### src/sv/planar_tile_to_chunky_pixels_core_assert.svh
// ----------------------------------------------------------------------------
// planar tile decoder assertion macros
// concurrent checks clocked on clk, disabled while rst_n is low
// ----------------------------------------------------------------------------
`ifndef PLANAR_TILE_TO_CHUNKY_PIXELS_CORE_ASSERT_SVH
`define PLANAR_TILE_TO_CHUNKY_PIXELS_CORE_ASSERT_SVH

`ifndef SYNTH

// implication checked every cycle out of reset
`define PTCP_ASSERT(lbl, prop, msg) \
  lbl: assert property (@(posedge clk) disable iff (!rst_n) prop) else $error(msg);

// plain condition checked every cycle out of reset
`define PTCP_ASSERT_COND(lbl, cond, msg) \
  `PTCP_ASSERT(lbl, (cond), msg)

`else

`define PTCP_ASSERT(lbl, prop, msg)
`define PTCP_ASSERT_COND(lbl, cond, msg)

`endif

`endif

### src/sv/ptcp_pkg.sv
`timescale 1ns / 1ps
// ----------------------------------------------------------------------------
// ptcp_pkg
// shared types, widths and helpers of the planar tile decoder
// ----------------------------------------------------------------------------
package ptcp_pkg;

  localparam int MAX_TILES_WIDE = 64;
  localparam int MAX_TILES_HIGH = 64;

  localparam int PLANE_W   = 8;
  localparam int PIX_W     = 4;
  localparam int NUM_PIX   = 8;
  localparam int RIT_W     = 3;
  localparam int ADDR_W    = 32;
  localparam int STRIDE_W  = 16;
  localparam int CFG_SIZE_W = 7;
  localparam int OFFSET_W  = 18;
  localparam int CFG_IDX_W = 3;
  localparam int CFG_DATA_W = 32;

  localparam int COL_W    = (MAX_TILES_WIDE > 1) ? $clog2(MAX_TILES_WIDE) : 1;
  localparam int ROW_W    = (MAX_TILES_HIGH > 1) ? $clog2(MAX_TILES_HIGH) : 1;
  localparam int WSIZE_W  = $clog2(MAX_TILES_WIDE + 1);
  localparam int HSIZE_W  = $clog2(MAX_TILES_HIGH + 1);

  localparam logic [STRIDE_W-1:0] ROW_STRIDE_RST = 16'd512;

  typedef enum logic [CFG_IDX_W-1:0] {
    REG_BASE_ADDRESS   = 3'd0,
    REG_ROW_STRIDE     = 3'd1,
    REG_WIDTH_TILES    = 3'd2,
    REG_HEIGHT_TILES   = 3'd3,
    REG_TWO_PLANE_MODE = 3'd4
  } reg_idx_t;

  typedef struct packed {
    logic [ADDR_W-1:0]   base_address;
    logic [STRIDE_W-1:0] row_stride;
    logic [WSIZE_W-1:0]  width_eff;
    logic [HSIZE_W-1:0]  height_eff;
    logic                two_plane;
  } cfg_t;

  typedef struct packed {
    logic [COL_W-1:0] tile_column;
    logic [ROW_W-1:0] tile_row;
    logic [RIT_W-1:0] row_in_tile;
    logic             last_row;
  } pos_t;

  typedef struct packed {
    logic [NUM_PIX-1:0][PIX_W-1:0] pixels;
    logic [ADDR_W-1:0]             source_address;
    logic [OFFSET_W-1:0]           pixel_offset;
    logic                          last_row;
  } res_t;

  // zero acts as one, oversize saturates
  function automatic logic [WSIZE_W-1:0] eff_width(input logic [CFG_SIZE_W-1:0] v);
    logic [WSIZE_W-1:0] r;
    if (v == '0) r = WSIZE_W'(1);
    else if (32'(v) > MAX_TILES_WIDE) r = WSIZE_W'(MAX_TILES_WIDE);
    else r = WSIZE_W'(v);
    return r;
  endfunction

  function automatic logic [HSIZE_W-1:0] eff_height(input logic [CFG_SIZE_W-1:0] v);
    logic [HSIZE_W-1:0] r;
    if (v == '0) r = HSIZE_W'(1);
    else if (32'(v) > MAX_TILES_HIGH) r = HSIZE_W'(MAX_TILES_HIGH);
    else r = HSIZE_W'(v);
    return r;
  endfunction

endpackage

### src/sv/ptcp_cfg.sv
`timescale 1ns / 1ps
// ----------------------------------------------------------------------------
// ptcp_cfg
// configuration registers, sizes kept in clamped form
// ----------------------------------------------------------------------------
module ptcp_cfg import ptcp_pkg::*; (
  input  logic                  clk,
  input  logic                  rst_n,
  input  logic                  cfg_valid,
  output logic                  cfg_ready,
  input  logic [CFG_IDX_W-1:0]  cfg_index,
  input  logic [CFG_DATA_W-1:0] cfg_data,
  output cfg_t                  cfg
);

  cfg_t cfg_r, cfg_nxt;

  assign cfg_ready = 1'b1;
  assign cfg      = cfg_r;

  always_comb begin
    cfg_nxt = cfg_r;
    if (cfg_valid) begin
      case (reg_idx_t'(cfg_index))
        REG_BASE_ADDRESS:   cfg_nxt.base_address = cfg_data[ADDR_W-1:0];
        REG_ROW_STRIDE:     cfg_nxt.row_stride   = cfg_data[STRIDE_W-1:0];
        REG_WIDTH_TILES:    cfg_nxt.width_eff    = eff_width(cfg_data[CFG_SIZE_W-1:0]);
        REG_HEIGHT_TILES:   cfg_nxt.height_eff   = eff_height(cfg_data[CFG_SIZE_W-1:0]);
        REG_TWO_PLANE_MODE: cfg_nxt.two_plane    = cfg_data[0];
        default:            cfg_nxt = cfg_r;
      endcase
    end
  end

  always_ff @(posedge clk) begin
    if (!rst_n) begin
      cfg_r.base_address <= '0;
      cfg_r.row_stride   <= ROW_STRIDE_RST;
      cfg_r.width_eff    <= WSIZE_W'(1);
      cfg_r.height_eff   <= HSIZE_W'(1);
      cfg_r.two_plane    <= 1'b0;
    end else begin
      cfg_r <= cfg_nxt;
    end
  end

endmodule

### src/sv/ptcp_seq.sv
`timescale 1ns / 1ps
// ----------------------------------------------------------------------------
// ptcp_seq
// tile column, tile row and row-in-tile counters of the sweep
// ----------------------------------------------------------------------------
module ptcp_seq import ptcp_pkg::*; (
  input  logic clk,
  input  logic rst_n,
  input  logic adv,
  input  cfg_t cfg,
  output pos_t pos
);

`include "planar_tile_to_chunky_pixels_core_assert.svh"

  logic [COL_W-1:0] tile_column_r, tile_column_nxt;
  logic [ROW_W-1:0] tile_row_r, tile_row_nxt;
  logic [RIT_W-1:0] row_in_tile_r, row_in_tile_nxt;
  logic [COL_W:0]   col_inc;
  logic [ROW_W:0]   row_inc;
  logic             col_end, row_end, rit_end;

  assign col_inc = {1'b0, tile_column_r} + (COL_W+1)'(1);
  assign row_inc = {1'b0, tile_row_r} + (ROW_W+1)'(1);
  assign col_end = 32'(col_inc) >= 32'(cfg.width_eff);
  assign row_end = 32'(row_inc) >= 32'(cfg.height_eff);
  assign rit_end = row_in_tile_r == {RIT_W{1'b1}};

  assign pos.tile_column = tile_column_r;
  assign pos.tile_row    = tile_row_r;
  assign pos.row_in_tile = row_in_tile_r;
  assign pos.last_row    = col_end && row_end && rit_end;

  always_comb begin
    tile_column_nxt = tile_column_r;
    tile_row_nxt    = tile_row_r;
    row_in_tile_nxt = row_in_tile_r;
    if (adv) begin
      row_in_tile_nxt = row_in_tile_r + RIT_W'(1);
      if (rit_end) begin
        if (col_end) begin
          tile_column_nxt = '0;
          tile_row_nxt    = row_end ? '0 : row_inc[ROW_W-1:0];
        end else begin
          tile_column_nxt = col_inc[COL_W-1:0];
        end
      end
    end
  end

  always_ff @(posedge clk) begin
    if (!rst_n) begin
      tile_column_r <= '0;
      tile_row_r    <= '0;
      row_in_tile_r <= '0;
    end else begin
      tile_column_r <= tile_column_nxt;
      tile_row_r    <= tile_row_nxt;
      row_in_tile_r <= row_in_tile_nxt;
    end
  end

  `PTCP_ASSERT(a_rit_step, adv |=> row_in_tile_r == RIT_W'($past(row_in_tile_r) + 1'b1), "row in tile did not step")
  `PTCP_ASSERT(a_col_hold, (!adv || !rit_end) |=> $stable(tile_column_r), "tile column moved mid tile")
  `PTCP_ASSERT(a_wrap, (adv && pos.last_row) |=> (tile_column_r == '0 && tile_row_r == '0 && row_in_tile_r == '0), "sweep did not restart after last row")

endmodule

### src/sv/ptcp_dec.sv
`timescale 1ns / 1ps
// ----------------------------------------------------------------------------
// ptcp_dec
// plane bits to chunky pixels, bitmap offset and source address of a row
// ----------------------------------------------------------------------------
module ptcp_dec import ptcp_pkg::*; (
  input  logic [PLANE_W-1:0] plane0,
  input  logic [PLANE_W-1:0] plane1,
  input  logic [PLANE_W-1:0] plane2,
  input  logic [PLANE_W-1:0] plane3,
  input  pos_t               pos,
  input  cfg_t               cfg,
  output res_t               res
);

  localparam int LINE_W = ROW_W + RIT_W;
  localparam int PROD_W = LINE_W + WSIZE_W;
  localparam int SUM_W  = PROD_W + 4;

  logic [PLANE_W-1:0]            p2, p3;
  logic [NUM_PIX-1:0][PIX_W-1:0] pix;
  logic [LINE_W-1:0]             line;
  logic [PROD_W-1:0]             line_prod;
  logic [SUM_W-1:0]              offset_sum;
  logic [STRIDE_W+ROW_W-1:0]     stride_prod;
  logic [COL_W+5-1:0]            col_bytes;

  assign p2 = cfg.two_plane ? '0 : plane2;
  assign p3 = cfg.two_plane ? '0 : plane3;

  // leftmost pixel from bit 7, plane p gives index bit p
  always_comb begin
    for (int i = 0; i < NUM_PIX; i++) begin
      pix[i] = {p3[NUM_PIX-1-i], p2[NUM_PIX-1-i], plane1[NUM_PIX-1-i], plane0[NUM_PIX-1-i]};
    end
  end

  assign res.pixels = pix;

  // (8*row + rit) * 8*w + 8*col
  assign line       = {pos.tile_row, pos.row_in_tile};
  assign line_prod  = PROD_W'(line) * PROD_W'(cfg.width_eff);
  assign offset_sum = {1'b0, line_prod, 3'b000} + SUM_W'({pos.tile_column, 3'b000});
  assign res.pixel_offset = offset_sum[OFFSET_W-1:0];

  assign stride_prod = (STRIDE_W+ROW_W)'(cfg.row_stride) * (STRIDE_W+ROW_W)'(pos.tile_row);
  assign col_bytes   = cfg.two_plane ? {1'b0, pos.tile_column, 4'b0000}
                                     : {pos.tile_column, 5'b00000};

  assign res.source_address = cfg.base_address
                            + ADDR_W'(stride_prod)
                            + ADDR_W'(col_bytes)
                            + ADDR_W'({pos.row_in_tile, 1'b0});

  assign res.last_row = pos.last_row;

endmodule

### src/sv/planar_tile_to_chunky_pixels_core.sv
`timescale 1ns / 1ps
// ----------------------------------------------------------------------------
// planar_tile_to_chunky_pixels_core
// decodes 8x8 planar tile rows into eight 4-bit chunky pixel indices
// ----------------------------------------------------------------------------
//
// channel  | dir | fields
// ---------+-----+-----------------------------------------------------------
// in_      | in  | tdata: plane0..plane3 bytes
// out_     | out | tdata: offset, address, pixels a..h; tlast: last row
// cfg_     | in  | index 0..4: base, stride, width, height, two-plane
//
// one item per cycle while out_ is not stalled; an accepted item passes to out_
// through the input register, then the result register behind the decode logic
// the sweep counters advance at input accept, so each item is tagged in order
// rst_n clears counters and valid bits and sets the config registers to their defaults
// a stalled out_ holds its result; in_ still takes one more item into the
// input register, then in_tready drops until the result register drains
//
module planar_tile_to_chunky_pixels_core import ptcp_pkg::*; (
  input  logic                  clk,
  input  logic                  rst_n,
  // input items
  input  logic                  in_tvalid,
  output logic                  in_tready,
  input  logic [31:0]           in_tdata,   // plane0_byte, plane1_byte, plane2_byte, plane3_byte
  // result items
  output logic                  out_tvalid,
  input  logic                  out_tready,
  output logic [87:0]           out_tdata,  // pixel_offset, source_address, pixel_a..pixel_h, pad
  output logic                  out_tlast,  // last_row
  // configuration writes
  input  logic                  cfg_valid,
  output logic                  cfg_ready,
  input  logic [CFG_IDX_W-1:0]  cfg_index,
  input  logic [CFG_DATA_W-1:0] cfg_data
);

`include "planar_tile_to_chunky_pixels_core_assert.svh"

  localparam int PAD_W = 88 - (OFFSET_W + ADDR_W + NUM_PIX*PIX_W);

  cfg_t cfg;
  pos_t pos;
  res_t res;

  logic in_acc, s2_adv;

  // input register stage
  logic                  s1_valid_r, s1_valid_nxt;
  logic [4*PLANE_W-1:0]  s1_data_r;
  pos_t                  s1_pos_r;

  // result register stage
  logic out_valid_r, out_valid_nxt;
  res_t out_res_r;

  assign s2_adv    = !out_valid_r || out_tready;
  assign in_tready = !s1_valid_r || s2_adv;
  assign in_acc    = in_tvalid && in_tready;

  ptcp_cfg u_cfg (
    .clk       (clk),
    .rst_n     (rst_n),
    .cfg_valid (cfg_valid),
    .cfg_ready (cfg_ready),
    .cfg_index (cfg_index),
    .cfg_data  (cfg_data),
    .cfg       (cfg)
  );

  ptcp_seq u_seq (
    .clk   (clk),
    .rst_n (rst_n),
    .adv   (in_acc),
    .cfg   (cfg),
    .pos   (pos)
  );

  ptcp_dec u_dec (
    .plane0 (s1_data_r[PLANE_W-1:0]),
    .plane1 (s1_data_r[2*PLANE_W-1:PLANE_W]),
    .plane2 (s1_data_r[3*PLANE_W-1:2*PLANE_W]),
    .plane3 (s1_data_r[4*PLANE_W-1:3*PLANE_W]),
    .pos    (s1_pos_r),
    .cfg    (cfg),
    .res    (res)
  );

  always_comb begin
    s1_valid_nxt = s1_valid_r;
    if (in_acc) s1_valid_nxt = 1'b1;
    else if (s2_adv) s1_valid_nxt = 1'b0;
  end

  assign out_valid_nxt = s2_adv ? s1_valid_r : out_valid_r;

  always_ff @(posedge clk) begin
    if (!rst_n) begin
      s1_valid_r  <= 1'b0;
      out_valid_r <= 1'b0;
    end else begin
      s1_valid_r  <= s1_valid_nxt;
      out_valid_r <= out_valid_nxt;
    end
  end

  // payload registers, no reset needed
  always_ff @(posedge clk) begin
    if (in_acc) begin
      s1_data_r <= in_tdata;
      s1_pos_r  <= pos;
    end
    if (s2_adv && s1_valid_r) begin
      out_res_r <= res;
    end
  end

  assign out_tvalid = out_valid_r;
  assign out_tlast  = out_res_r.last_row;
  assign out_tdata  = {{PAD_W{1'b0}}, out_res_r.pixels, out_res_r.source_address,
                       out_res_r.pixel_offset};

  // a full input register only takes a new item while it hands its own on
  `PTCP_ASSERT(a_no_overwrite, (in_acc && s1_valid_r) |-> s2_adv, "input register overwritten")
  // an item that moves on always shows up as a result next cycle
  `PTCP_ASSERT(a_s1_to_out, (s2_adv && s1_valid_r) |=> out_tvalid, "item lost between stages")
  // an item held behind a stalled output stays in the input register
  `PTCP_ASSERT(a_s1_hold, (s1_valid_r && !s2_adv) |=> (s1_valid_r && $stable(s1_data_r)), "held item dropped")

endmodule

### config.mk
export PLATFORM = sky130hd
export DESIGN_NAME = planar_tile_to_chunky_pixels_core
export DESIGN_NICKNAME = d
export VERILOG_FILES = /design/src/sv/ptcp_pkg.sv /design/src/sv/ptcp_cfg.sv /design/src/sv/ptcp_seq.sv /design/src/sv/ptcp_dec.sv /design/src/sv/planar_tile_to_chunky_pixels_core.sv
export VERILOG_INCLUDE_DIRS = /design/src /design/src/sv
export SDC_FILE = /design/constraint.sdc
export NUM_CORES = 1
export LEC_CHECK = 0
export ABC_CLOCK_PERIOD_IN_PS = 4600
export BUFFER_PORTS_ARGS = -buffer_cell sky130_fd_sc_hd__buf_2
export CAP_MARGIN = 20
export CELL_PAD_IN_SITES_DETAIL_PLACEMENT = 1
export CELL_PAD_IN_SITES_GLOBAL_PLACEMENT = 1
export CORE_MARGIN = 2
export CORE_UTILIZATION = 43
export CTS_CLUSTER_SIZE = 16
export DETAILED_ROUTE_END_ITERATION = 10
export PLACE_DENSITY = 0.75
export SETUP_SLACK_MARGIN = 0.1
export SLEW_MARGIN = 20
export SYNTH_ARGS = -nofsm -noshare
export SYNTH_HDL_FRONTEND = slang
export SYNTH_HIERARCHICAL = 1
export SYNTH_SLANG_ARGS = --single-unit
### constraint.sdc
create_clock -name clk -period 4.6 [get_ports clk]
set_clock_uncertainty 0.1 [all_clocks]
set_input_delay 0.23 -clock clk [delete_from_list [all_inputs] [get_ports clk]]
set_output_delay 0.23 -clock clk [all_outputs]
set_load 0.05 [all_outputs]
### Yosys cells after proc, flatten, opt, wreduce, memory -nomap -nowiden

Cells that the tools add are included.

| word-level totals | value |
|---|---|
| register bits after elaboration | 211 |
| bits of input ports | 72 |
| logic and storage cells | 76 |

| operators by class | value |
|---|---|
| $add $sub $neg | 7 |
| $mul | 2 |
| magnitude comparators | 3 |
| equality and inequality tests | 5 |
| multiplexer cells | 7 |
| reduce and logical (&&, ||, !) cells | 18 |

Operators with widths:

| kind | number |
|---|---|
| 32-bit by 11-bit adder with 32-bit output | 1 |
| 32-bit by 22-bit adder with 32-bit output | 1 |
| 32-bit by 4-bit adder with 32-bit output | 1 |
| 16-bit by 6-bit multiplier with 22-bit output | 1 |
| 18-bit by 9-bit adder with 18-bit output | 1 |
| 9-bit by 7-bit multiplier with 15-bit output | 1 |
| 6-bit by 1-bit adder with 7-bit output, second input constant | 2 |
| 7-bit >= comparator | 2 |
| 7-bit two-way mux | 2 |
| 6-bit two-way mux | 2 |
| 2-bit AND reduction | 6 |
| 11-bit two-way mux | 1 |
| 7-bit > comparator, second input constant | 1 |
| 7-bit logical NOT | 1 |
| 3-bit by 2-bit == test with 1-bit output, second input constant | 2 |
| 3-bit == test, second input constant | 2 |
| 1-bit logical AND | 4 |
| 3-bit by 1-bit adder with 3-bit output, second input constant | 1 |
| 3-bit by 1-bit == test with 1-bit output, second input constant | 1 |
| 3-bit logical NOT | 1 |
| 3-bit AND reduction | 1 |
| 1-bit logical NOT | 2 |
| 1-bit logical OR | 2 |
| 1-bit two-way mux | 2 |
| 2-bit nonzero test | 1 |

### Logic depth before layout (Yosys ltp)

Gate-level depths: netlist of the first run.

| logic depth | value |
|---|---|
| word-level depth | 5 |
| depth in mapped cells | 19 |
| gate-level depth less buffers | 17 |

### Cells and area by module

Netlist of the first run, hierarchy kept.

By module, submodules not included:

| module | instances | cells an instance | area each (sq um) | seq. area each (sq um) |
|---|---|---|---|---|
| ptcp_dec | 1 | 851 | 7043.0 | 0.0 |
| planar_tile_to_chunky_pixels_core | 1 | 147 | 4086.4 | 3973.8 |
| ptcp_cfg | 1 | 276 | 2478.6 | 1261.2 |
| ptcp_seq | 1 | 141 | 1102.3 | 300.3 |

### Least setup slack after synthesis of the first run

OpenSTA, ideal clock, no wires.

| timing | value |
|---|---|
| kind | register -> register |
| from | reg out_valid_r, in the netlist out_tvalid |
| to | reg out_res_r (netlist bit out_tdata[0]), enable pin |
| arrival time | 4377 ps |
| data required time | 3966 ps |
| slack | -411 ps |
| stages on the path, launching flop included | 3 |
| path buffers | 0 |
| period minus slack after synthesis | 5011 ps |
| cells stage by stage | dfxtp_1 > nor2b_4 > nor2b_1 |

| between the ends | value |
|---|---|
| cells in the longest elaborated chain, start to end | 3 |

RTL lines:

| element | RTL line | text |
|---|---|---|
| start: declaration | planar_tile_to_chunky_pixels_core.sv:55 | `logic out_valid_r, out_valid_nxt;` |
| start signal: assignment | planar_tile_to_chunky_pixels_core.sv:104 | `out_valid_r <= out_valid_nxt;` |
| 1-bit logical NOT | planar_tile_to_chunky_pixels_core.sv:58 | `assign s2_adv = !out_valid_r \|\| out_tready;` |
| 1-bit logical OR | planar_tile_to_chunky_pixels_core.sv:58 |  |
| 1-bit logical AND | planar_tile_to_chunky_pixels_core.sv:114 | `if (s2_adv && s1_valid_r) begin` |
| end signal: assignment | planar_tile_to_chunky_pixels_core.sv:115 | `out_res_r <= res;` |
| end: declaration | planar_tile_to_chunky_pixels_core.sv:56 | `res_t out_res_r;` |

Every way passes these cells.
A chain may end at the register's enable or synchronous reset.

==> results.sh, run 1 <==
export IMPL_path_clk_slew_ns=0.07
export IMPL_critical_path_required_ns=4.78
export IMPL_root_buffer="clkbuf_16"
export IMPL_ios=164
export IMPL_power_density_nw_per_um2=263.1
export IMPL_tritoncts="built"
export IMPL_nets=2085
export IMPL_grtUsageTotal=0.2465
export IMPL_slew_viol_final=0
export IMPL_timing_hold_ws_ns=0.05412
export IMPL_clock_path_buffers=3
export IMPL_cts_buffers_inserted=26
export IMPL_synth_edf_count=131
export IMPL_dr_total_vias=11813
export IMPL_syn_area_um2=14710
export IMPL_synth_seq_cells=211
export IMPL_grt_pass1_wl_mm=69.35
export IMPL_n_fill_cell=3604
export IMPL_fmax_mhz=195.1
export IMPL_antenna_found_initial=0
export IMPL_final_area_um2=19900
export IMPL_synth_cells=1415
export IMPL_dieWidth_um=189.0
export IMPL_crit_type="reg -> reg"
export IMPL_cp_start_kind="flop"
export IMPL_synth_top_area_share=0.2674
export IMPL_area_growth_pct=35.28
export IMPL_crit_start="s1_pos_r[5]"
export IMPL_fin_ws_ns=-0.5255
export IMPL_post_route_drc_count=0
export IMPL_wire_per_inst_um=20.53
export IMPL_viasPerCell=5.234
export IMPL_clk_latency_ns=0.55
export IMPL_r2r_end="out_tdata[46]"
export IMPL_die_area_um2=35710
export IMPL_routed_wl_mm=46.33
export IMPL_leakage_nw=8.839
export IMPL_period_minus_slack_ns=5.125
export IMPL_synth_warnings=6
export IMPL_core_um2=33620
export IMPL_die_height_um=189.0
export IMPL_dpl_cell_area_um2=16810
export IMPL_grt_max_degree=71
export IMPL_worst_pin_slew_ns=1.024
export IMPL_r2r_slack_ns=-0.53
export IMPL_ant_nets=0
export IMPL_synthFlopType="edfxtp_1"
export IMPL_n_antenna_cell=0
export IMPL_place_congestion=0.8298
export IMPL_ir_worst_vdd_v=0.0002401
export IMPL_cts_max_level=1
export IMPL_crit_end="out_tdata[46]"
export IMPL_reg2reg_from="s1_pos_r[5]"
export IMPL_maxCapViolations=0
export IMPL_synth_yosys_seq_area_share=0.3763
export IMPL_grt_ovfl_total=0
export IMPL_dr_pass1_iters=7
export IMPL_start_util=0.4376
export IMPL_status="finished with violations"
export IMPL_rsz0062_at_grt="true"
export IMPL_fin_crit_sh=1.114
export IMPL_crit_path_end_kind="flop"
export IMPL_hold_path_class="in -> reg"
export IMPL_drt_iter0_markers=531
export IMPL_cts_num_sinks=211
export IMPL_num_rows=67
export IMPL_failed_checks="setup timing"
export IMPL_ys_async_sr_fraction=0
export IMPL_layout_drive_gt1_share=0.3239
export IMPL_yosysUniqueCellTypes=77
export IMPL_crit_fanout=6
export IMPL_grt_pass1_vias=12964
export IMPL_ys_top_cells_by_area="edfxtp_1 (27%), fa_1 (16%), dfxtp_1 (11%)"
export IMPL_port_buffers=156
export IMPL_rr_worst_depth=21
export IMPL_synth_area_leader_cell="edfxtp_1"
export IMPL_setup_violations=30
export IMPL_arrival_ns=5.31
export IMPL_dp_hpwl_mm=28.81
export IMPL_syn_area_per_cell_um2=10.40
export IMPL_max_slew_margin=0.3082
export IMPL_finalHoldViolCount=0
-- synth_stat cells, drive strengths merged (3+ instances only) --
| cell | count |
|---|---|
| ha | 105 |
| dfxtp | 80 |
| xnor2 | 34 |
| nand3 | 24 |
| o21a | 5 |
| a21boi | 51 |
| o21bai | 5 |
| and2 | 106 |
| a31o | 3 |
| conb | 3 |
| nand4 | 10 |
| xor2 | 19 |
| nor4 | 6 |
| or2 | 3 |
| nor2b | 46 |
| nand2 | 189 |
| o22ai | 4 |
| nor3b | 3 |
| edfxtp | 131 |
| a211oi | 7 |
| inv | 191 |
| a41oi | 3 |
| a211o | 3 |
| nor2 | 33 |
| o211ai | 5 |
| nand2b | 4 |
| fa | 119 |
| clkbuf | 28 |
| buf | 41 |
| o21ai | 20 |
| or3 | 6 |
| mux2i | 15 |
| nor3 | 5 |
| a21o | 16 |
| and3 | 5 |
| mux2 | 5 |
| a21oi | 53 |
| nor4bb | 3 |
-- flip-flops by register name, indices dropped and copies added (netlist names) --
signal	cells
out_tdata	82
u_cfg/cfg	63
s1_data_r	32
s1_pos_r	16
u_seq/tile_column_r	6
u_seq/tile_row_r	6
u_seq/row_in_tile_r	3
out_tlast	1
out_tvalid	1
s1_valid_r	1
-- where the power goes --
part | total [W] | internal (W) | switching (W)
logic | 0.000899 | 0.000366 | 0.000533
clock network | 0.00219 | 0.00134 | 0.000851
registers | 0.00215 | 0.00210 | 0.0000444
total | 0.00524 | 0.00381 | 0.00143
-- cells in the final DEF (no fill, tap or decap), types with 26 or more instances in the layout --
master / instances
fa_1: 111
inv_2: 27
nand2_1: 169
dlygate4sd3_1: 67
a21oi_1: 27
nor2_1: 26
inv_1: 164
buf_2: 156
clkbuf_16: 27
buf_4: 130
a21boi_1: 33
and2_1: 83
edfxtp_1: 131
nor2b_1: 42
ha_1: 83
buf_6: 50
dfxtp_1: 80
xnor2_1: 26
-- repair_timing --
item | 4_1_cts | 5_1_grt
setup buffers | 39 | 28
setup endpoints to repair | 33 | 35
pin swaps | 87 | 138
endpoints found under the hold margin | 84 | 0
gates resized for setup | 152 | 106
cloned | 2 | 0
hold buffers | 67 | 0
-- cell families (layout without fill, tap and decap cells) --
| logic type | after synthesis | after routing | share of synthesized area |
|---|---|---|---|
| other cells | 3 | 10 | 0.0007654 |
| fa+ha+maj | 224 | 224 | 0.2513 |
| xor+xnor | 53 | 53 | 0.03156 |
| mux | 20 | 20 | 0.01403 |
| buf+inv | 260 | 647 | 0.07595 |
| compound gates | 189 | 189 | 0.08846 |
| flops | 211 | 211 | 0.3763 |
| simple gates | 455 | 455 | 0.1617 |
-- worst max-delay path, cell delays in order, from the launching register on --
cell and delay (ns):
edfxtp_1 0.43, buf_6 0.12, buf_6 0.12, buf_6 0.13, nand2_1 0.12, fa_1 0.59, inv_1 0.07, fa_1 0.48
inv_1 0.05, fa_1 0.45, fa_1 0.52, inv_2 0.05, ha_4 0.31, nand3_4 0.10, nor2_4 0.11, nand4_1 0.16
o211ai_1 0.19, buf_4 0.17, nand4_1 0.14, buf_6 0.19, a21oi_4 0.15, xor2_1 0.09
-- how the worst min path moves through the flow --
stage	depth (start not counted)	slack, ns	to	startpoint
floorplan	0	0.23	s1_data_r[0]	in_tdata[0]
global placement	0	0.30	out_tdata[66]	s1_data_r[3]
detailed placement	0	0.31	out_tdata[59]	s1_data_r[13]
CTS	4	0.03	u_cfg/cfg[51]	cfg_index[1]
global route	4	0.08	u_cfg/cfg[56]	cfg_index[1]
finish	4	0.05	u_cfg/cfg[52]	cfg_index[1]
-- per-layer routing --
layer  track usage  wire length [um]  share of wire  up-vias
li1              -                 -              -     5374
met2        0.4496             24140           0.52      336
met4       0.08023              1414          0.031        0
met3       0.03170              2168          0.047       95
met1        0.3006             18610           0.40     6008
met5             0                 0              0        -
-- stage by stage --
stage                     setup slack (ns)  setup TNS (ns)  utilization  instances  total power, W
after floorplan                    -0.3162          -1.194            -       1422        0.002648
after global placement             -0.4966          -9.472       0.5002       2084        0.002855
after detailed placement           -0.6636          -12.68       0.5002       2084        0.002886
after CTS                          -0.4000          -5.554       0.5759       2237        0.005211
after global routing               -0.6553          -12.53       0.5920       2257        0.005417
final                              -0.5255          -9.159       0.5920       2257        0.005235
-- final cells by class --
class,instances,area [um2],area share
sequential,211,5535,0.2782
multi-input combinational,951,9104,0.4575
inverter,191,716.9,0.03603
clock buffer,32,724.4,0.03640
clock inverter,16,186.4,0.009368
timing repair buffer,408,3073,0.1544
tap,448,560.5,0.02817
No activity file was read; power rests on OpenSTA's default activity.
==> inputs of run 2 (changes only) <==
--- a/config.mk
+++ b/config.mk
@@ -6,13 +6,13 @@
 export SDC_FILE = /design/constraint.sdc
 export NUM_CORES = 1
 export LEC_CHECK = 0
-export ABC_CLOCK_PERIOD_IN_PS = 4600
+export ABC_CLOCK_PERIOD_IN_PS = 6180
 export BUFFER_PORTS_ARGS = -buffer_cell sky130_fd_sc_hd__buf_2
 export CAP_MARGIN = 20
 export CELL_PAD_IN_SITES_DETAIL_PLACEMENT = 1
 export CELL_PAD_IN_SITES_GLOBAL_PLACEMENT = 1
 export CORE_MARGIN = 2
-export CORE_UTILIZATION = 43
+export CORE_UTILIZATION = 45
 export CTS_CLUSTER_SIZE = 16
 export DETAILED_ROUTE_END_ITERATION = 10
 export PLACE_DENSITY = 0.75
==> constraint.sdc (replaced) <==
create_clock -name clk -period 6.18 [get_ports clk]
set_clock_uncertainty 0.1 [all_clocks]
set_input_delay 0.309 -clock clk [delete_from_list [all_inputs] [get_ports clk]]
set_output_delay 0.309 -clock clk [all_outputs]
set_load 0.05 [all_outputs]
==> results.sh, run 2 (same netlist as run 1, synthesis figures left out) <==
export IMPL_crit_path_end_kind="flop"
export IMPL_crit_type="reg -> reg"
export IMPL_multiInputGateArea_um2=8133
export IMPL_ant_nets=0
export IMPL_num_rows=66
export IMPL_die_area_um2=34150
export IMPL_antenna_found_initial=0
export IMPL_root_buffer="clkbuf_16"
export IMPL_crit_start="s1_pos_r[6]"
export IMPL_area_growth_pct=17.63
export IMPL_die_height_um=184.8
export IMPL_p_sw_w=0.0009372
export IMPL_dr_pass1_iters=4
export IMPL_r2r_end="out_tdata[45]"
export IMPL_crit_cells=16
export IMPL_worst_pin_slew_ns=1.064
export IMPL_crit_family="adder cells"
export IMPL_grt_pass1_vias=11523
export IMPL_routed_wl_mm=36.19
export IMPL_slowest_stage="edfxtp_1"
export IMPL_seqCellArea_um2=5535
export IMPL_viasPerCell=5.114
export IMPL_dp_slack_ns=0.6260
export IMPL_cpMostUsedCell="fa_1"
export IMPL_period_minus_slack_ns=5.577
export IMPL_hold_path_class="in -> reg"
export IMPL_swShare=0.2579
export IMPL_path_clk_slew_ns=0.06
export IMPL_ios=164
export IMPL_r2r_slack_ns=0.60
export IMPL_grt_pass1_wl_mm=58.95
export IMPL_max_slew_margin=0.2897
export IMPL_maxCapViolations=0
export IMPL_status="complete, no violations"
export IMPL_cts_num_sinks=211
export IMPL_n_fill_cell=3592
export IMPL_timing_setup_tns_ns=0
export IMPL_clk_latency_ns=0.52
export IMPL_hold_start="out_tready"
export IMPL_setup_violations=0
export IMPL_crit_chain="nand2_1, fa_1, inv_1, fa_1, inv_1, fa_1, fa_1, inv_1, ha_1, a21o_1, a21o_1, a21oi_1, o21ai_0, o21ai_0, a21boi_0, xor2_1"
export IMPL_cts_buffers_inserted=25
export IMPL_leakage_nw=7.669
export IMPL_pwr_share_comb=0.132
export IMPL_internal_power_w=0.002697
export IMPL_reg2reg_from="s1_pos_r[6]"
export IMPL_fmax_mhz=179.3
export IMPL_grt_max_degree=84
export IMPL_wire_per_inst_um=17.48
export IMPL_crit_end="out_tdata[45]"
export IMPL_final_common_cell="inv_1"
export IMPL_timing_hold_ws_ns=0.03412
export IMPL_n_antenna_cell=0
export IMPL_dp_hpwl_mm=26.54
export IMPL_layout_drive_gt1_share=0.1474
export IMPL_grtUsageTotal=0.2176
export IMPL_utilization=0.5346
export IMPL_nets=1905
export IMPL_power_density_nw_per_um2=210.0
export IMPL_grt_ovfl_total=0
export IMPL_p_seq_frac=0.443
export IMPL_max_stage_delay_ns=0.85
export IMPL_crit_fanout=23
export IMPL_dieWidth_um=184.8
export IMPL_cp_num_buf_inv=3
export IMPL_dp_cells=1960
export IMPL_cts_resized=0
export IMPL_mostFrequentLayoutCells="inv_1 (191), nand2_1 (189), buf_2 (156)"
export IMPL_cts_max_level=1
export IMPL_holdBufCountCts=64
export IMPL_cp_start_kind="flop"
export IMPL_tritoncts="built"
export IMPL_slew_viol_final=0
export IMPL_post_route_drc_count=0
export IMPL_core_um2=32370
export IMPL_final_cells=2070
export IMPL_start_util=0.4544
export IMPL_cts_setup_buffers=0
export IMPL_rr_worst_depth=16
export IMPL_fin_crit_sh=0.9025
export IMPL_place_congestion=0.8337
export IMPL_largest_reg_flops=82
export IMPL_clkPwrFrac=0.426
export IMPL_rsz0062_at_grt="false"
export IMPL_finalHoldViolCount=0
export IMPL_drt_iter0_markers=386
export IMPL_port_buffers=156
export IMPL_dr_total_vias=10585
export IMPL_critical_path_required_ns=6.35
export IMPL_arrival_ns=5.74
export IMPL_fin_ws_ns=0.6026
export IMPL_clock_path_buffers=3
export IMPL_ir_worst_vdd_v=0.0001652
[run 2: cell types whose count changed in the layout (fill, tap and decap cells not counted), sizes merged]
cell / before / now
clkinv: 11 / 6
clkinvlp: 0 / 2
buf: 340 / 165
dlygate4sd3: 67 / 64
[run 2: through the flow]
stage	power (W)	area (um2)
finish	0.003634	17300
global placement	0.002065	15780
detailed placement	0.002086	15790
global route	0.003776	17300
CTS	0.003671	17300
floorplan	0.001963	14740
[run 2: cell type report]
cell class | count | share of cell area
Timing Repair Buffer | 229 | 0.08626
Multi-Input combinational cell | 951 | 0.4700
Clock inverter | 13 | 0.01005
Sequential cell | 211 | 0.3199
Inverter | 191 | 0.04143
Tap cell | 442 | 0.03196
Clock buffer | 33 | 0.04042
[run 2: worst min path at each step]
stage | to | slack [ns] | cells after the start
final | s1_valid_r | 0.03 | 3
after detailed placement | out_tdata[58] | 0.31 | 0
after floorplan | s1_data_r[0] | 0.31 | 0
after CTS | s1_valid_r | 0.01 | 3
after global placement | out_tdata[58] | 0.30 | 0
after global routing | s1_valid_r | 0.05 | 3
[run 2: layer usage]
layer,wire (um),up-vias,part of all wire,track usage
met5,0,-,0,0
met4,733,0,0.020,0.05079
met3,1501,46,0.041,0.02497
met2,18140,210,0.50,0.3942
met1,15820,5318,0.44,0.2779
li1,-,5011,-,-
[run 2: worst reg2reg max path, delay by kind of cell, from the launching register on]
family                     cells  cell delay (ns)
buffers and inverters          3             0.15
AOI/OAI and AO/OA              6             1.39
adders and majority gates      5             2.45
DFF                            1             0.85
and+or+nand+nor                1             0.20
xor gates and xnor gates       1             0.19
[run 2: power groups by stage]
stage / logic (W) / registers, W / clock network, W
finish: 0.000478 / 0.00161 / 0.00155
CTS: 0.000482 / 0.00161 / 0.00158
global route: 0.000527 / 0.00162 / 0.00163
detailed placement: 0.000447 / 0.00164 / 0
floorplan: 0.000237 / 0.00173 / 0
global placement: 0.000431 / 0.00163 / 0
==> inputs of run 3 (changes only) <==
--- a/config.mk
+++ b/config.mk
@@ -11,6 +11,7 @@
 export CAP_MARGIN = 20
 export CELL_PAD_IN_SITES_DETAIL_PLACEMENT = 1
 export CELL_PAD_IN_SITES_GLOBAL_PLACEMENT = 1
+export CORE_ASPECT_RATIO = 2
 export CORE_MARGIN = 2
 export CORE_UTILIZATION = 45
 export CTS_CLUSTER_SIZE = 16
==> results.sh, run 3 (same netlist as run 1, synthesis figures left out) <==
export IMPL_cts_max_level=1
export IMPL_cts_num_sinks=211
export IMPL_final_common_cell="inv_1"
export IMPL_critical_path_required_ns=6.34
export IMPL_dr_total_vias=10515
export IMPL_port_buffers=156
export IMPL_grt_ovfl_total=0
export IMPL_crit_fanout=23
export IMPL_post_route_drc_count=0
export IMPL_worstHoldEndpoint="u_cfg/cfg[17]"
export IMPL_fmax_mhz=175.1
export IMPL_wire_per_inst_um=18.21
export IMPL_clock_path_buffers=3
export IMPL_r2r_slack_ns=0.47
export IMPL_largest_reg_flops=82
export IMPL_dp_slack_ns=0.5386
export IMPL_seqCellArea_um2=5535
export IMPL_die_area_um2=34240
export IMPL_cts_resized=0
export IMPL_power_density_nw_per_um2=210.0
export IMPL_mostFrequentLayoutCells="inv_1 (191), nand2_1 (189), buf_2 (156)"
export IMPL_status="complete, no violations"
export IMPL_core_um2=32230
export IMPL_nets=1897
export IMPL_dr_pass1_iters=4
export IMPL_root_buffer="clkbuf_16"
export IMPL_utilization=0.5326
export IMPL_area_growth_pct=16.70
export IMPL_path_clk_slew_ns=0.06
export IMPL_hold_path_class="in -> reg"
export IMPL_setup_violations=0
export IMPL_reg2reg_from="s1_pos_r[5]"
export IMPL_rr_worst_depth=16
export IMPL_start_util=0.4564
export IMPL_cpMostUsedCell="fa_1"
export IMPL_routed_wl_mm=37.21
export IMPL_hold_start="cfg_data[2]"
export IMPL_crit_path_end_kind="flop"
export IMPL_drt_iter0_markers=308
export IMPL_ios=164
export IMPL_cp_start_kind="flop"
export IMPL_max_stage_delay_ns=0.97
export IMPL_worst_pin_slew_ns=1.010
export IMPL_r2r_end="out_tdata[48]"
export IMPL_crit_type="reg -> reg"
export IMPL_die_height_um=259.7
export IMPL_viasPerCell=5.147
export IMPL_antenna_found_initial=1
export IMPL_arrival_ns=5.87
export IMPL_p_total_w=0.003604
export IMPL_finalHoldViolCount=0
export IMPL_crit_chain="nand2_1, fa_1, inv_1, fa_1, inv_1, fa_1, fa_1, inv_1, ha_1, nand3_1, nor2_1, nand4_1, o211ai_1, nand4_1, a21oi_1, xor2_1"
export IMPL_dp_hpwl_mm=28.83
export IMPL_grt_max_degree=72
export IMPL_dieWidth_um=131.8
export IMPL_ir_worst_vdd_v=0.0002169
export IMPL_grt_pass1_wl_mm=59.53
export IMPL_max_slew_margin=0.3179
export IMPL_num_rows=93
export IMPL_grtUsageTotal=0.2193
export IMPL_slowest_stage="edfxtp_1"
export IMPL_clk_latency_ns=0.52
export IMPL_place_congestion=0.8531
export IMPL_multiInputGateArea_um2=8124
export IMPL_grt_pass1_vias=11527
export IMPL_leakage_nw=7.609
export IMPL_tritoncts="built"
export IMPL_n_fill_cell=3598
export IMPL_hold_depth=3
export IMPL_slew_viol_final=0
export IMPL_layout_drive_gt1_share=0.1443
export IMPL_maxCapViolations=0
export IMPL_ant_nets=0
export IMPL_cts_buffers_inserted=21
export IMPL_fin_crit_sh=0.9242
export IMPL_timing_setup_tns_ns=0
export IMPL_cp_num_buf_inv=3
export IMPL_fin_ws_ns=0.4682
export IMPL_crit_family="adder cells"
export IMPL_rsz0062_at_grt="false"
export IMPL_period_minus_slack_ns=5.712
run 3: changes by cell type in the layout (fill, tap and decap cells not counted), sizes merged:
| cell | delta |
|---|---|
| clkbuf | -10 |
| diode | +1 |
| dlygate4sd3 | -6 |
| bufinv | +4 |
| clkinvlp | -1 |
| clkinv | -2 |
| buf | +2 |
run 3: report_power, final:
part           switching [W]  total, W  leakage (nW)  internal (W)
clock network       0.000564   0.00152         0.391      0.000960
registers          0.0000425   0.00161          1.91       0.00156
logic               0.000308  0.000474          5.31      0.000166
total               0.000914   0.00360          7.61       0.00269
run 3: final cells by class:
cell class                 instances  share of cell area
antenna                            1           0.0001458
clock buffer                      23             0.03105
clock inverter                    14             0.01611
inverter                         191             0.04176
multi-input combinational        951              0.4732
sequential                       211              0.3224
tap                              427             0.03112
timing repair buffer             225             0.08411
run 3: layer usage:
metal / GRT usage / vias to the layer above / routed length (um)
met5: 0 / - / 0
met4: 0.1011 / 0 / 1744
met3: 0.02105 / 87 / 965
met2: 0.4545 / 189 / 21710
met1: 0.2122 / 5250 / 12790
li1: - / 4989 / -
run 3: how the worst max path moves through the flow:
stage                startpoint  depth (start not counted)  slack (ns)             to
floorplan            out_tvalid                          2        1.17   out_tdata[0]
global placement    s1_pos_r[5]                         14        0.69  out_tdata[17]
detailed placement  s1_pos_r[6]                         16        0.54  out_tdata[48]
CTS                 s1_pos_r[5]                         16        0.50  out_tdata[48]
global route        s1_pos_r[5]                         16        0.21  out_tdata[45]
finish              s1_pos_r[5]                         16        0.47  out_tdata[48]
run 3: tightest hold or removal path, delay by kind of cell:
| kind | cells | cell delay, ns |
|---|---|---|
| buffers and inverters | 1 | 0.14 |
| and+or+nand+nor | 1 | 0.07 |
| AOI/OAI and AO/OA | 1 | 0.07 |
run 3: per-stage QoR:
stage	area (um2)	instances	hold WS, ns
detailed placement	15770	1947	0.3062
global placement	15770	1947	0.3006
global route	17170	2043	0.01506
floorplan	14740	1422	0.3079
finish	17170	2043	0.02441
CTS	17160	2042	0.006190
run 3: repair_timing:
| action | in CTS | in global routing |
|---|---|---|
| hold buffers | 58 | 0 |
| hold endpoints to repair | 68 | 0 |
| buffers inserted | 0 | 0 |
